File: config.mk
export PLATFORM = sky130hd
export DESIGN_NAME = sv32_page_table_walker_flat
export DESIGN_NICKNAME = d
export VERILOG_FILES = /design/src/rtl/sv32_ptw_pkg.sv /design/src/rtl/sv32_ptw_if.sv /design/src/rtl/sv32_page_table_walker.sv /design/src/flat_wrapper.sv
export SDC_FILE = /design/constraint.sdc
export NUM_CORES = 1
export LEC_CHECK = 0
export ABC_AREA = 1
export BUFFER_PORTS_ARGS = -buffer_cell sky130_fd_sc_hd__buf_2
export CORE_AREA = 4 4 210 212
export CTS_BUF_LIST = sky130_fd_sc_hd__clkbuf_4 sky130_fd_sc_hd__clkbuf_8
export DETAILED_ROUTE_END_ITERATION = 8
export DIE_AREA = 0 0 214 216
export SETUP_SLACK_MARGIN = 0.4
export SLEW_MARGIN = 0
export SYNTH_ARGS = -nofsm -noshare
export SYNTH_HDL_FRONTEND = slang
export SYNTH_SLANG_ARGS = --single-unit
File: constraint.sdc
create_clock -name clock -period 4.2 [get_ports clock]
set_clock_uncertainty 0.05 [all_clocks]
set_input_delay 0.84 -clock clock [delete_from_list [all_inputs] [get_ports clock]]
set_output_delay 0.84 -clock clock [all_outputs]
set_load 0.005 [all_outputs]
File: src/rtl/sv32_ptw_pkg.sv
`timescale 1ns / 1ps
// ----------------------------------------------------------------------------
// sv32_ptw_pkg
// Types and constants shared by the Sv32 page table walker files.
// ----------------------------------------------------------------------------
package sv32_ptw_pkg;

   localparam int PageOffsetBits = 12;
   localparam int AddrBits       = 34;
   localparam int CsrAddrBits    = 4;

   // result kinds
   localparam logic [1:0] KIND_READ  = 2'd0;
   localparam logic [1:0] KIND_WRITE = 2'd1;
   localparam logic [1:0] KIND_DONE  = 2'd2;
   localparam logic [1:0] KIND_FAULT = 2'd3;

   // fault kinds
   localparam logic [1:0] FAULT_NONE   = 2'd0;
   localparam logic [1:0] FAULT_PAGE   = 2'd1;
   localparam logic [1:0] FAULT_ACCESS = 2'd2;

   // access kinds
   localparam logic [1:0] ACC_LOAD  = 2'd0;
   localparam logic [1:0] ACC_STORE = 2'd1;
   localparam logic [1:0] ACC_FETCH = 2'd2;
   localparam logic [1:0] ACC_BAD   = 2'd3;

   // privilege
   localparam logic [1:0] PRIV_USER    = 2'd0;
   localparam logic [1:0] PRIV_SUPER   = 2'd1;
   localparam logic [1:0] PRIV_RSVD    = 2'd2;
   localparam logic [1:0] PRIV_MACHINE = 2'd3;

   // request actions
   localparam logic ACT_TRANSLATE = 1'b0;
   localparam logic ACT_RESPONSE  = 1'b1;

   // register indexes
   localparam logic [1:0] REG_TRANSLATION_ON = 2'd0;
   localparam logic [1:0] REG_ROOT_PAGE      = 2'd1;
   localparam logic [1:0] REG_SUM            = 2'd2;
   localparam logic [1:0] REG_MXR            = 2'd3;

   // entry bit positions
   localparam int PTE_V = 0;
   localparam int PTE_R = 1;
   localparam int PTE_W = 2;
   localparam int PTE_X = 3;
   localparam int PTE_U = 4;
   localparam int PTE_A = 6;
   localparam int PTE_D = 7;

   typedef struct packed {
      logic                action;
      logic [31:0]         virt_addr;
      logic [1:0]          access_kind;
      logic [1:0]          eff_priv;
      logic [31:0]         entry_word;
      logic                entry_read_allowed;
      logic                entry_write_allowed;
   } req_type;

   typedef struct packed {
      logic [1:0]          result_kind;
      logic [AddrBits-1:0] address;
      logic [31:0]         write_word;
      logic [1:0]          fault_kind;
      logic                last_result;
   } rsp_type;

endpackage

File: src/rtl/sv32_ptw_if.sv
`timescale 1ns / 1ps
// ----------------------------------------------------------------------------
// sv32_ptw_if
// Valid/ready channels of the page table walker: request and result.
// ----------------------------------------------------------------------------
interface sv32_ptw_req_if;
   logic        valid;
   logic        ready;
   logic        action;
   logic [31:0] virt_addr;
   logic [1:0]  access_kind;
   logic [1:0]  eff_priv;
   logic [31:0] entry_word;
   logic        entry_read_allowed;
   logic        entry_write_allowed;

   modport source (
      output valid, action, virt_addr, access_kind, eff_priv,
             entry_word, entry_read_allowed, entry_write_allowed,
      input  ready
   );
   modport sink (
      input  valid, action, virt_addr, access_kind, eff_priv,
             entry_word, entry_read_allowed, entry_write_allowed,
      output ready
   );
endinterface

interface sv32_ptw_rsp_if;
   logic        valid;
   logic        ready;
   logic [1:0]  result_kind;
   logic [33:0] address;
   logic [31:0] write_word;
   logic [1:0]  fault_kind;
   logic        last_result;

   modport source (
      output valid, result_kind, address, write_word, fault_kind, last_result,
      input  ready
   );
   modport sink (
      input  valid, result_kind, address, write_word, fault_kind, last_result,
      output ready
   );
endinterface

File: src/rtl/sv32_page_table_walker.sv
`timescale 1ns / 1ps
// ----------------------------------------------------------------------------
// sv32_page_table_walker
// Two-level Sv32 walker: request register, one-pass check, two-entry result
// buffer.
// ----------------------------------------------------------------------------
// Flow: the request is registered, and its results then enter the result buffer.
// Throughput: 1 transaction per cycle while each produces at most one result
// and the result buffer has a free slot; a transaction with two results (A/D
// write plus completion or fault) waits for an empty result buffer.
// Reset: synchronous; clears CSRs and walk state, empties both buffers.
module sv32_page_table_walker #(
   parameter int PHYS_ADDR_BITS = 32
) (
   input  logic                                  clock,
   input  logic                                  reset,
   sv32_ptw_req_if.sink                          req_chan,
   sv32_ptw_rsp_if.source                        rsp_chan,
   input  logic                                  psel,
   input  logic                                  penable,
   input  logic                                  pwrite,
   input  logic [sv32_ptw_pkg::CsrAddrBits-1:0]  paddr,
   input  logic [31:0]                           pwdata,
   output logic [31:0]                           prdata,
   output logic                                  pready
);
   import sv32_ptw_pkg::*;

   localparam logic [AddrBits-1:0] PhysMask =
      AddrBits'((35'd1 << PHYS_ADDR_BITS) - 35'd1);

   // CSRs
   logic        trans_on_ff;
   logic [21:0] root_ppn_ff;
   logic        sum_ff;
   logic        mxr_ff;
   logic        csr_wr;

   // input register
   logic        req_valid_ff;
   req_type     req_ff;
   logic        req_take;
   logic        fire;

   // walk state
   logic                busy_ff,   busy_in;
   logic                level_ff,  level_in;
   logic [31:0]         va_ff,     va_in;
   logic [1:0]          kind_ff,   kind_in;
   logic [1:0]          priv_ff,   priv_in;
   logic [AddrBits-1:0] pend_ff,   pend_in;

   // result buffer
   rsp_type     buf_ff [2];
   logic        rd_ptr_ff;
   logic        wr_ptr_ff;
   logic [1:0]  count_ff;
   logic        pop;
   logic [1:0]  free_slots;

   // single-pass evaluation
   rsp_type             res0, res1;
   logic [1:0]          n_res;
   logic [21:0]         ppn;
   logic [31:0]         pte;
   logic [AddrBits-1:0] ent_addr;
   logic [AddrBits-1:0] pa;
   logic [7:0]          need;
   logic                perm_ok;
   logic                allow;
   logic                is_leaf;
   logic                new_kind_store;

   // ---------------------------------------------------------------- CSR port
   assign pready = 1'b1;
   assign csr_wr = psel & penable & pwrite & pready;

   always_ff @(posedge clock) begin
      if (reset) begin
         trans_on_ff <= 1'b0;
         root_ppn_ff <= '0;
         sum_ff      <= 1'b0;
         mxr_ff      <= 1'b0;
      end else if (csr_wr) begin
         case (paddr[3:2])
            REG_TRANSLATION_ON: trans_on_ff <= pwdata[0];
            REG_ROOT_PAGE:      root_ppn_ff <= pwdata[21:0];
            REG_SUM:            sum_ff      <= pwdata[0];
            REG_MXR:            mxr_ff      <= pwdata[0];
            default:            trans_on_ff <= trans_on_ff;
         endcase
      end
   end

   always_comb begin
      case (paddr[3:2])
         REG_TRANSLATION_ON: prdata = {31'd0, trans_on_ff};
         REG_ROOT_PAGE:      prdata = {10'd0, root_ppn_ff};
         REG_SUM:            prdata = {31'd0, sum_ff};
         REG_MXR:            prdata = {31'd0, mxr_ff};
         default:            prdata = '0;
      endcase
   end

   // ---------------------------------------------------------- input register
   assign req_chan.ready = ~req_valid_ff | fire;
   assign req_take       = req_chan.valid & req_chan.ready;

   always_ff @(posedge clock) begin
      if (reset) begin
         req_valid_ff <= 1'b0;
      end else begin
         req_valid_ff <= req_take | (req_valid_ff & ~fire);
      end
   end

   always_ff @(posedge clock) begin
      if (req_take) begin
         req_ff.action              <= req_chan.action;
         req_ff.virt_addr           <= req_chan.virt_addr;
         req_ff.access_kind         <= req_chan.access_kind;
         req_ff.eff_priv            <= req_chan.eff_priv;
         req_ff.entry_word          <= req_chan.entry_word;
         req_ff.entry_read_allowed  <= req_chan.entry_read_allowed;
         req_ff.entry_write_allowed <= req_chan.entry_write_allowed;
      end
   end

   // ------------------------------------------------------------- walk logic
   assign pte            = req_ff.entry_word;
   assign ppn            = pte[31:10];
   assign is_leaf        = pte[PTE_R] | pte[PTE_X];
   assign new_kind_store = (kind_ff == ACC_STORE);
   assign need           = {new_kind_store, 7'h40};
   assign ent_addr       = {ppn, va_ff[21:12], 2'b00};
   assign pa = level_ff ? {ppn[21:10], va_ff[21:0]} : {ppn, va_ff[11:0]};

   always_comb begin
      case (kind_ff)
         ACC_FETCH: perm_ok = pte[PTE_X];
         ACC_STORE: perm_ok = pte[PTE_W];
         default:   perm_ok = pte[PTE_R] | (mxr_ff & pte[PTE_X]);
      endcase
      if (priv_ff == PRIV_USER) begin
         allow = perm_ok & pte[PTE_U];
      end else if (pte[PTE_U]) begin
         allow = perm_ok & (kind_ff != ACC_FETCH) & sum_ff;
      end else begin
         allow = perm_ok;
      end
   end

   always_comb begin
      res0     = '0;
      res1     = '0;
      n_res    = 2'd0;
      busy_in  = busy_ff;
      level_in = level_ff;
      va_in    = va_ff;
      kind_in  = kind_ff;
      priv_in  = priv_ff;
      pend_in  = pend_ff;

      res0.last_result = 1'b1;
      res1.last_result = 1'b1;

      if (req_ff.action == ACT_TRANSLATE) begin
         busy_in  = 1'b0;
         level_in = 1'b1;
         n_res    = 2'd1;
         if (req_ff.eff_priv == PRIV_MACHINE || !trans_on_ff) begin
            res0.result_kind = KIND_DONE;
            res0.address     = {2'b00, req_ff.virt_addr};
         end else begin
            va_in   = req_ff.virt_addr;
            kind_in = (req_ff.access_kind == ACC_BAD) ? ACC_LOAD
                                                      : req_ff.access_kind;
            priv_in = (req_ff.eff_priv == PRIV_RSVD) ? PRIV_SUPER
                                                     : req_ff.eff_priv;
            res0.address = {root_ppn_ff, req_ff.virt_addr[31:22], 2'b00};
            if (res0.address > PhysMask) begin
               res0.result_kind = KIND_FAULT;
               res0.fault_kind  = FAULT_ACCESS;
               res0.address     = '0;
            end else begin
               res0.result_kind = KIND_READ;
               pend_in          = res0.address;
               busy_in          = 1'b1;
            end
         end
      end else if (busy_ff) begin
         n_res            = 2'd1;
         res0.result_kind = KIND_FAULT;
         busy_in          = 1'b0;
         level_in         = 1'b1;
         if (!req_ff.entry_read_allowed) begin
            res0.fault_kind = FAULT_ACCESS;
         end else if (!pte[PTE_V] || (!pte[PTE_R] && pte[PTE_W])) begin
            res0.fault_kind = FAULT_PAGE;
         end else if (is_leaf) begin
            if ((level_ff && ppn[9:0] != 10'd0) || !allow) begin
               res0.fault_kind = FAULT_PAGE;
            end else if ((pte[7:0] & need) != need && !req_ff.entry_write_allowed) begin
               res0.fault_kind = FAULT_ACCESS;
            end else if ((pte[7:0] & need) != need) begin
               n_res            = 2'd2;
               res0.result_kind = KIND_WRITE;
               res0.address     = pend_ff;
               res0.write_word  = pte | {24'd0, need};
               res0.last_result = 1'b0;
               if (pa > PhysMask) begin
                  res1.result_kind = KIND_FAULT;
                  res1.fault_kind  = FAULT_ACCESS;
               end else begin
                  res1.result_kind = KIND_DONE;
                  res1.address     = pa;
               end
            end else if (pa > PhysMask) begin
               res0.fault_kind = FAULT_ACCESS;
            end else begin
               res0.result_kind = KIND_DONE;
               res0.address     = pa;
            end
         end else if (pte[PTE_A] || pte[PTE_D] || pte[PTE_U] || !level_ff) begin
            res0.fault_kind = FAULT_PAGE;
         end else if (ent_addr > PhysMask) begin
            res0.fault_kind = FAULT_ACCESS;
         end else begin
            res0.result_kind = KIND_READ;
            res0.address     = ent_addr;
            pend_in          = ent_addr;
            busy_in          = 1'b1;
            level_in         = 1'b0;
         end
      end
   end

   assign free_slots = 2'd2 - count_ff;
   assign fire       = req_valid_ff & (n_res <= free_slots);

   always_ff @(posedge clock) begin
      if (reset) begin
         busy_ff  <= 1'b0;
         level_ff <= 1'b1;
         va_ff    <= '0;
         kind_ff  <= ACC_LOAD;
         priv_ff  <= PRIV_USER;
         pend_ff  <= '0;
      end else if (fire) begin
         busy_ff  <= busy_in;
         level_ff <= level_in;
         va_ff    <= va_in;
         kind_ff  <= kind_in;
         priv_ff  <= priv_in;
         pend_ff  <= pend_in;
      end
   end

   // ----------------------------------------------------------- result buffer
   assign rsp_chan.valid       = (count_ff != 2'd0);
   assign pop                  = rsp_chan.valid & rsp_chan.ready;
   assign rsp_chan.result_kind = buf_ff[rd_ptr_ff].result_kind;
   assign rsp_chan.address     = buf_ff[rd_ptr_ff].address;
   assign rsp_chan.write_word  = buf_ff[rd_ptr_ff].write_word;
   assign rsp_chan.fault_kind  = buf_ff[rd_ptr_ff].fault_kind;
   assign rsp_chan.last_result = buf_ff[rd_ptr_ff].last_result;

   always_ff @(posedge clock) begin
      if (reset) begin
         rd_ptr_ff <= 1'b0;
         wr_ptr_ff <= 1'b0;
         count_ff  <= 2'd0;
      end else begin
         rd_ptr_ff <= rd_ptr_ff ^ pop;
         wr_ptr_ff <= fire ? (wr_ptr_ff ^ n_res[0]) : wr_ptr_ff;
         count_ff  <= count_ff + (fire ? n_res : 2'd0) - {1'b0, pop};
      end
   end

   always_ff @(posedge clock) begin
      if (fire && n_res != 2'd0) begin
         buf_ff[wr_ptr_ff] <= res0;
      end
      if (fire && n_res == 2'd2) begin
         buf_ff[~wr_ptr_ff] <= res1;
      end
   end

   // -------------------------------------------------------------- assertions
   a_count_bound: assert property (@(posedge clock) disable iff (reset)
      count_ff != 2'd3)
      else $error("result buffer overfilled");

   a_pair_order: assert property (@(posedge clock) disable iff (reset)
      fire && n_res == 2'd2 |-> res0.result_kind == KIND_WRITE && !res0.last_result)
      else $error("two-result transaction must lead with entry write");

   a_fault_ends_walk: assert property (@(posedge clock) disable iff (reset)
      fire && n_res != 2'd0 && res0.result_kind == KIND_FAULT |=> !busy_ff && level_ff)
      else $error("walk still active after fault");

   a_read_keeps_busy: assert property (@(posedge clock) disable iff (reset)
      fire && n_res == 2'd1 && res0.result_kind == KIND_READ |=> busy_ff)
      else $error("entry read issued without an active walk");

endmodule

File: src/flat_wrapper.sv
// flat-port wrapper written by rule: the top's interface ports become plain ports
module sv32_page_table_walker_flat import sv32_ptw_pkg::*;
#(
   parameter int PHYS_ADDR_BITS = 32
)
  (clock, reset, psel, penable, pwrite, paddr, pwdata, prdata, pready, req_chan_valid, req_chan_action, req_chan_virt_addr, req_chan_access_kind, req_chan_eff_priv, req_chan_entry_word, req_chan_entry_read_allowed, req_chan_entry_write_allowed, req_chan_ready, rsp_chan_valid, rsp_chan_result_kind, rsp_chan_address, rsp_chan_write_word, rsp_chan_fault_kind, rsp_chan_last_result, rsp_chan_ready);
  sv32_ptw_req_if req_chan_i ();
  sv32_ptw_rsp_if rsp_chan_i ();
  input  logic clock;
  input  logic reset;
  input  logic psel;
  input  logic penable;
  input  logic pwrite;
  input  logic [sv32_ptw_pkg::CsrAddrBits-1:0] paddr;
  input  logic [31:0] pwdata;
  output logic [31:0] prdata;
  output logic pready;
  input wire logic [$bits(req_chan_i.valid)-1:0] req_chan_valid;
  input wire logic [$bits(req_chan_i.action)-1:0] req_chan_action;
  input wire logic [$bits(req_chan_i.virt_addr)-1:0] req_chan_virt_addr;
  input wire logic [$bits(req_chan_i.access_kind)-1:0] req_chan_access_kind;
  input wire logic [$bits(req_chan_i.eff_priv)-1:0] req_chan_eff_priv;
  input wire logic [$bits(req_chan_i.entry_word)-1:0] req_chan_entry_word;
  input wire logic [$bits(req_chan_i.entry_read_allowed)-1:0] req_chan_entry_read_allowed;
  input wire logic [$bits(req_chan_i.entry_write_allowed)-1:0] req_chan_entry_write_allowed;
  output wire logic [$bits(req_chan_i.ready)-1:0] req_chan_ready;
  output wire logic [$bits(rsp_chan_i.valid)-1:0] rsp_chan_valid;
  output wire logic [$bits(rsp_chan_i.result_kind)-1:0] rsp_chan_result_kind;
  output wire logic [$bits(rsp_chan_i.address)-1:0] rsp_chan_address;
  output wire logic [$bits(rsp_chan_i.write_word)-1:0] rsp_chan_write_word;
  output wire logic [$bits(rsp_chan_i.fault_kind)-1:0] rsp_chan_fault_kind;
  output wire logic [$bits(rsp_chan_i.last_result)-1:0] rsp_chan_last_result;
  input wire logic [$bits(rsp_chan_i.ready)-1:0] rsp_chan_ready;
  assign req_chan_i.valid = req_chan_valid;
  assign req_chan_i.action = req_chan_action;
  assign req_chan_i.virt_addr = req_chan_virt_addr;
  assign req_chan_i.access_kind = req_chan_access_kind;
  assign req_chan_i.eff_priv = req_chan_eff_priv;
  assign req_chan_i.entry_word = req_chan_entry_word;
  assign req_chan_i.entry_read_allowed = req_chan_entry_read_allowed;
  assign req_chan_i.entry_write_allowed = req_chan_entry_write_allowed;
  assign req_chan_ready = req_chan_i.ready;
  assign rsp_chan_valid = rsp_chan_i.valid;
  assign rsp_chan_result_kind = rsp_chan_i.result_kind;
  assign rsp_chan_address = rsp_chan_i.address;
  assign rsp_chan_write_word = rsp_chan_i.write_word;
  assign rsp_chan_fault_kind = rsp_chan_i.fault_kind;
  assign rsp_chan_last_result = rsp_chan_i.last_result;
  assign rsp_chan_i.ready = rsp_chan_ready;
  sv32_page_table_walker #(.PHYS_ADDR_BITS(PHYS_ADDR_BITS)) u_core (.clock(clock), .reset(reset), .req_chan(req_chan_i), .rsp_chan(rsp_chan_i), .psel(psel), .penable(penable), .pwrite(pwrite), .paddr(paddr), .pwdata(pwdata), .prdata(prdata), .pready(pready));
endmodule
# After elaboration in Yosys (flattened, before gate mapping)
# Memory sizes are Yosys's and may differ from the RTL's. A register that Yosys moved wholly into a read port is not among the register bits.
# Cells that the tools add are included.
# word_totals
regBits	163
word_cells	200
input_bits	114
n_memories	1
output_inout_bits	106
ramBits	142
# memory_table
memory	depth	word_bits	read_ports	rd_ports_with_merged_regs	wr	line_no	source
u_core.buf_ff	2	71	1	1	2	sv32_page_table_walker.sv:54	rsp_type buf_ff [2];
# op_classes
addsub	3
magnitude_cmp	4
n_eq_ne	19
muxes	100
n_bitwise	23
n_reduce_logical	29
# op_table
cell	count
$mux 36	14
$mux 34	11
$mux 68	4
$pmux 32 s4	1
$gt 34x32->1 const B	3
$mux 32	3
$mux 71	1
$mux 2	32
$mux 35	1
$or 32x8->32	1
$mux 1	31
$mux 22	1
$eq 2x2->1 const B	7
$ne 2x2->1 const B	7
$and 1x1->1	10
$reduce_and 2->1	5
$reduce_bool 10->1	1
$reduce_and 9->1	1
$and 8x8->8	1
$ne 8x8->1	1
$logic_not 1->1	6
$logic_or 1x1->1	6
$logic_and 1x1->1	5
$not 1->1	5
other kinds (12)	20

# Logic depth before layout (Yosys ltp)
# logic_depth
ltp_word	20
mapped_depth	27
mapped_depth_nobuf	25

# Worst setup path after synthesis
# OpenSTA, ideal clock, no wires.
# synth_path
kind	reg-to-reg
start	register u_core.kind_ff[0]
end	register u_core.req_ff, in the netlist u_core.pte[0], enable pin
t_arrival_ns	3.624
synth_period_minus_slack_ns	4.099
path_buffers	1
required_time_ns	3.725
path_stages_with_launch	17
setup_time_ns	0.425
setup_slack_ns	0.101
path_cell_list	dfxtp_1 > inv_1 > ha_1 > nand3b_1 > nand2_1 > nor2_2 > nand2_2 > nor2_4 > nand3_4 > clkbuf_1 > inv_1 > ha_1 > inv_1 > nor2_1 > o211ai_1 > nand2_1 > inv_1
# synth_via
elab_chain_len	18
word_cells_on_any_way	26
classes_between	order compare: 1; eq/ne: 4; mux: 11; bitwise: 7; reduce/logical: 3
# synth_rtl
item	line_no	source
start, declared	sv32_page_table_walker.sv:49	logic [1:0] kind_ff, kind_in;
start signal, assigned	sv32_page_table_walker.sv:253	kind_ff <= kind_in;
$eq 2x1->1 / $eq 2x2->1 (equally long branches)	sv32_page_table_walker.sv:133, sv32_page_table_walker.sv:139	
$pmux 1 s2	sv32_page_table_walker.sv:139	case (kind_ff)
$and 1x1->1 (2 in a row)	sv32_page_table_walker.sv:147	allow = perm_ok & (kind_ff != ACC_FETCH) & sum_ff;
$mux 1	sv32_page_table_walker.sv:146	end else if (pte[PTE_U]) begin
$mux 1	sv32_page_table_walker.sv:144	if (priv_ff == PRIV_USER) begin
$logic_not 1->1	sv32_page_table_walker.sv:201	if ((level_ff && ppn[9:0] != 10'd0) || !allow) begin
$logic_or 1x1->1	sv32_page_table_walker.sv:201	
$mux 2 *	sv32_page_table_walker.sv:201	
[4 not listed]	--	
$mux 2 *	sv32_page_table_walker.sv:167	if (req_ff.action == ACT_TRANSLATE) begin
via u_core.n_res[1]	sv32_page_table_walker.sv:63	logic [1:0] n_res;
$le 2x2->1 *	sv32_page_table_walker.sv:239	assign fire = req_valid_ff & (n_res <= free_slots);
$and 1x1->1 *	sv32_page_table_walker.sv:239	
$or 1x1->1 *	sv32_page_table_walker.sv:106	assign req_chan.ready = ~req_valid_ff | fire;
via req_chan_ready	flat_wrapper.sv:26	output wire logic [$bits(req_chan_i.ready)-1:0] req_chan_ready;
$and 1x1->1 *	sv32_page_table_walker.sv:107	assign req_take = req_chan.valid & req_chan.ready;
via u_core.req_take	sv32_page_table_walker.sv:42	logic req_take;
end, declared	sv32_page_table_walker.sv:41	req_type req_ff;
# The timed path passes the listed nets; every way through them passes the cells marked *.
# A chain may end at the register's enable or synchronous reset.

# Final worst setup path
# layout_path
start	register u_core.kind_ff[0]
end	output req_chan_ready
# layout_via
elab_chain_len	17
word_cells_on_any_way	25
classes_between	order compare: 1; eq/ne: 4; mux: 11; bitwise: 6; reduce/logical: 3
# layout_rtl
item	line_no	source
$eq 2x1->1 / $eq 2x2->1 (equally long branches)	sv32_page_table_walker.sv:133, sv32_page_table_walker.sv:139	
$pmux 1 s2	sv32_page_table_walker.sv:139	
$and 1x1->1 (2 in a row)	sv32_page_table_walker.sv:147	
$mux 1	sv32_page_table_walker.sv:146	
$mux 1	sv32_page_table_walker.sv:144	
$logic_not 1->1	sv32_page_table_walker.sv:201	
$logic_or 1x1->1	sv32_page_table_walker.sv:201	
$mux 2 *	sv32_page_table_walker.sv:201	
$mux 2 *	sv32_page_table_walker.sv:200	end else if (is_leaf) begin
$mux 2 *	sv32_page_table_walker.sv:198	end else if (!pte[PTE_V] || (!pte[PTE_R] && pte[PTE_W])) begin
$mux 2 *	sv32_page_table_walker.sv:196	if (!req_ff.entry_read_allowed) begin
$mux 2 *	sv32_page_table_walker.sv:191	end else if (busy_ff) begin
$mux 2 *	sv32_page_table_walker.sv:167	
$le 2x2->1 *	sv32_page_table_walker.sv:239	
$and 1x1->1 *	sv32_page_table_walker.sv:239	
$or 1x1->1 *	sv32_page_table_walker.sv:106	
end, declared	flat_wrapper.sv:26	
# Mark *: on every way between the ends. The rest lies on a longest branch, timed or not.

==> run metrics <==
outcome completed; Post-DP HPWL 33040 um; Overall Power 0.008380 W; Final period util 0.8669; worst min path class input port to register; CP required 3.31 ns; Max-slew headroom 0.1419; antenna cells 0; DRT iter0 DRCs 1207; Crit-path slowest cell dfxtp_2; CTS tree done; I/O Pins 220; Worst-Skew Late Latency 0.59 ns; FFs w/ async S/R, synth 0; fin area 17210 um2; row count 75; syn avg cell area 7.619 um2; number of setup violations in the final report 0; LEAKAGE 7.893 nW; Num CTS Buffers 48; largest net degree at the start of global routing 94; crit-path cells inv_1, ha_4, nand3b_1, nand2_2, nor2_4, nand2_4, nor3_4, o21ai_2, inv_1, ha_1, nor2_1, o211ai_1, buf_4, buf_2; Synth Cell Area 14620 um2; GP Congestion 0.8626; Yosys cell types 40; Total Routing Usage GR 0.1998; worst-path fanout max 3; height of the die 216 um; IO Port Bufs 196; EDFF count, synth 145; final wirelength 47890 um; Post-Synthesis Cells 1919; clock slew seen by the registers of the worst setup and hold paths 0.06 ns; initial core utilization 0.3486; Worst Path Buf+Inv 4; number of hold buffers added after cts 0; critical path capture point type output pin; total grt overflow 0; Worst EP arrival 2.75 ns; Layout Nets 2214; Max Slew Vio Count 0; setup TNS 0 ns; VDD IR-drop max 0.0002398 V; share of layout cells above drive strength 1 0.1783; Routed Antenna Nets 0; Startpoint Class register; CP top delay family simple AND/OR/NAND/NOR gates; Remaining DRCs 0; Die ar. 46220 um2; CTS root buf clkbuf_8; vias in the first global route 12543; RSZ-0062 raised after global routing no; register bit total from synthesis 303; prevailing post-synth register cell dfxtp_1; maximum root-to-sink buffer count 3; area of placed instances 16130 um2; CP Class register to output pin; Layout area overhead 17.71%; total number of vias 13235; placed insts 2575; Wirelength per Cell 17.93 um; min Tclk post-route 3.641 ns; pwr/cell area 486.9 nW/um2; CP most frequent cell inv_1; global-route wire length before repair 73470 um; YS warnings 0; fmax 0.2747 GHz; Max Cap Violations 0; # fillers 4247; endpoints failing hold 0; H-tree levels 2; initial antenna violation count 1; Layout Cells excl Fill 2670; vias per std cell 4.957; Die Wd 214 um; CTS sink cnt 303; actual slew at the worst max-slew pin 1.286 ns; sequential fraction of the synthesis area 0.5141; TritonRoute pass-1 iters 5; Worst path max stage delay 0.33 ns; core area 41950 um2
through the flow:
stage               hold WS (ns)  utilization  setup slack, ns
floorplan                 0.3745            -           0.4516
global placement          0.3892       0.3846           0.6732
detailed placement        0.3941       0.3846           0.5564
CTS                       0.3391       0.4081           0.4110
global route              0.3483       0.4103           0.3784
finish                    0.3793       0.4103           0.5591
cell families (layout without fill, tap and decap cells):
| family | after synthesis | after routing | share of synthesized area |
|---|---|---|---|
| simple gates | 877 | 877 | 0.2381 |
| flops | 303 | 303 | 0.5141 |
| compound gates | 397 | 397 | 0.1475 |
| xor+xnor | 2 | 2 | 0.001198 |
| buf+inv | 331 | 534 | 0.09250 |
| other cells | 2 | 11 | 0.0005136 |
| fa+ha+maj | 7 | 7 | 0.005990 |
report_power, final:
group	internal [W]	total, W	switching [W]
registers	0.00355	0.00381	0.000260
clock network	0.00136	0.00254	0.00118
logic	0.000766	0.00203	0.00126
total	0.00568	0.00838	0.00270
registers in the layout, indices dropped and copies added, names as in the netlist:
signal and cells:
u_core.buf_ff 142, u_core.req_ff 39, u_core.pend_ff 32, u_core.pte 32, u_core.root_ppn_ff 22, u_core.va_ff 22
u_core.count_ff 2, u_core.kind_ff 2, u_core.priv_ff 2, u_core.busy_ff 1, u_core.level_ff 1, u_core.mxr_ff 1
u_core.rd_ptr_ff 1, u_core.req_valid_ff 1, u_core.sum_ff 1, u_core.trans_on_ff 1, u_core.wr_ptr_ff 1
metal layers:
layer	track usage	routed length, um
met1	0.2810	21490
met2	0.3142	21400
met3	0.03010	3345
met4	0.07240	1639
met5	0	13
cells in the final DEF, fill, tap and decap left out, types with 11 or more instances in the layout:
| cell type | n |
|---|---|
| a21oi_1 | 94 |
| inv_1 | 190 |
| or2_2 | 27 |
| clkbuf_4 | 14 |
| o21ai_0 | 214 |
| dfxtp_1 | 156 |
| a22oi_1 | 40 |
| buf_4 | 39 |
| clkbuf_8 | 54 |
| clkinv_1 | 15 |
| conb_1 | 11 |
| nand3_1 | 30 |
| a31oi_1 | 12 |
| buf_2 | 196 |
| edfxtp_1 | 145 |
| nor3_1 | 16 |
| nor2_1 | 136 |
| nand2_1 | 646 |
worst paths after layout:
kind                                              start                   end  slack, ns  cells past startpoint
worst min-delay path            req_chan_entry_word[29]        u_core.pte[29]       0.38                      1
worst min register to register          u_core.va_ff[8]       u_core.va_ff[8]       0.41                      2
worst max register to register        u_core.kind_ff[0]  u_core.buf_ff[0][56]       0.84                     19
worst max-delay path                  u_core.kind_ff[0]        req_chan_ready       0.56                     14
cell type report:
class	count	area [um2]	area share
multi-input combinational	1294	5869	0.3410
inverter	204	769.5	0.04471
tap	539	674.4	0.03919
clock buffer	68	848.3	0.04929
sequential	303	7522	0.4371
timing repair buffer	242	1414	0.08215
clock inverter	20	112.6	0.006543
cells in the mapped netlist (2+ instances only):
master / n / area, um2
clkbuf_1: 81 / 304.0
conb_1: 2 / 7.510
nor2_2: 5 / 31.28
ha_1: 7 / 87.58
a21oi_1: 94 / 470.5
buf_6: 4 / 45.04
nand2_1: 650 / 2440
a22oi_1: 40 / 300.3
dfxtp_1: 158 / 3163
edfxtp_1: 145 / 4354
clkinv_1: 3 / 11.26
nor4_1: 2 / 12.51
buf_1: 8 / 30.03
inv_1: 191 / 716.9
buf_2: 19 / 95.09
nand3b_1: 2 / 15.01
o22ai_1: 10 / 62.56
nor3_1: 16 / 80.08
o21ai_1: 10 / 50.05
nand3_1: 31 / 155.2
nor2_1: 138 / 518.0
or2_2: 27 / 168.9
inv_2: 10 / 37.54
o21ai_0: 215 / 1076
buf_4: 15 / 112.6
o31ai_1: 10 / 75.07
a211oi_1: 2 / 15.01
a31oi_1: 12 / 75.07
repair_timing:
action | 4_1_cts | 5_1_grt
gates resized for setup | 3 | 11
endpoints found under the setup margin | 1 | 1
buffers inserted | 2 | 5
pin swaps | 1 | 5
Note: power is estimated with default switching activity, not from simulation.
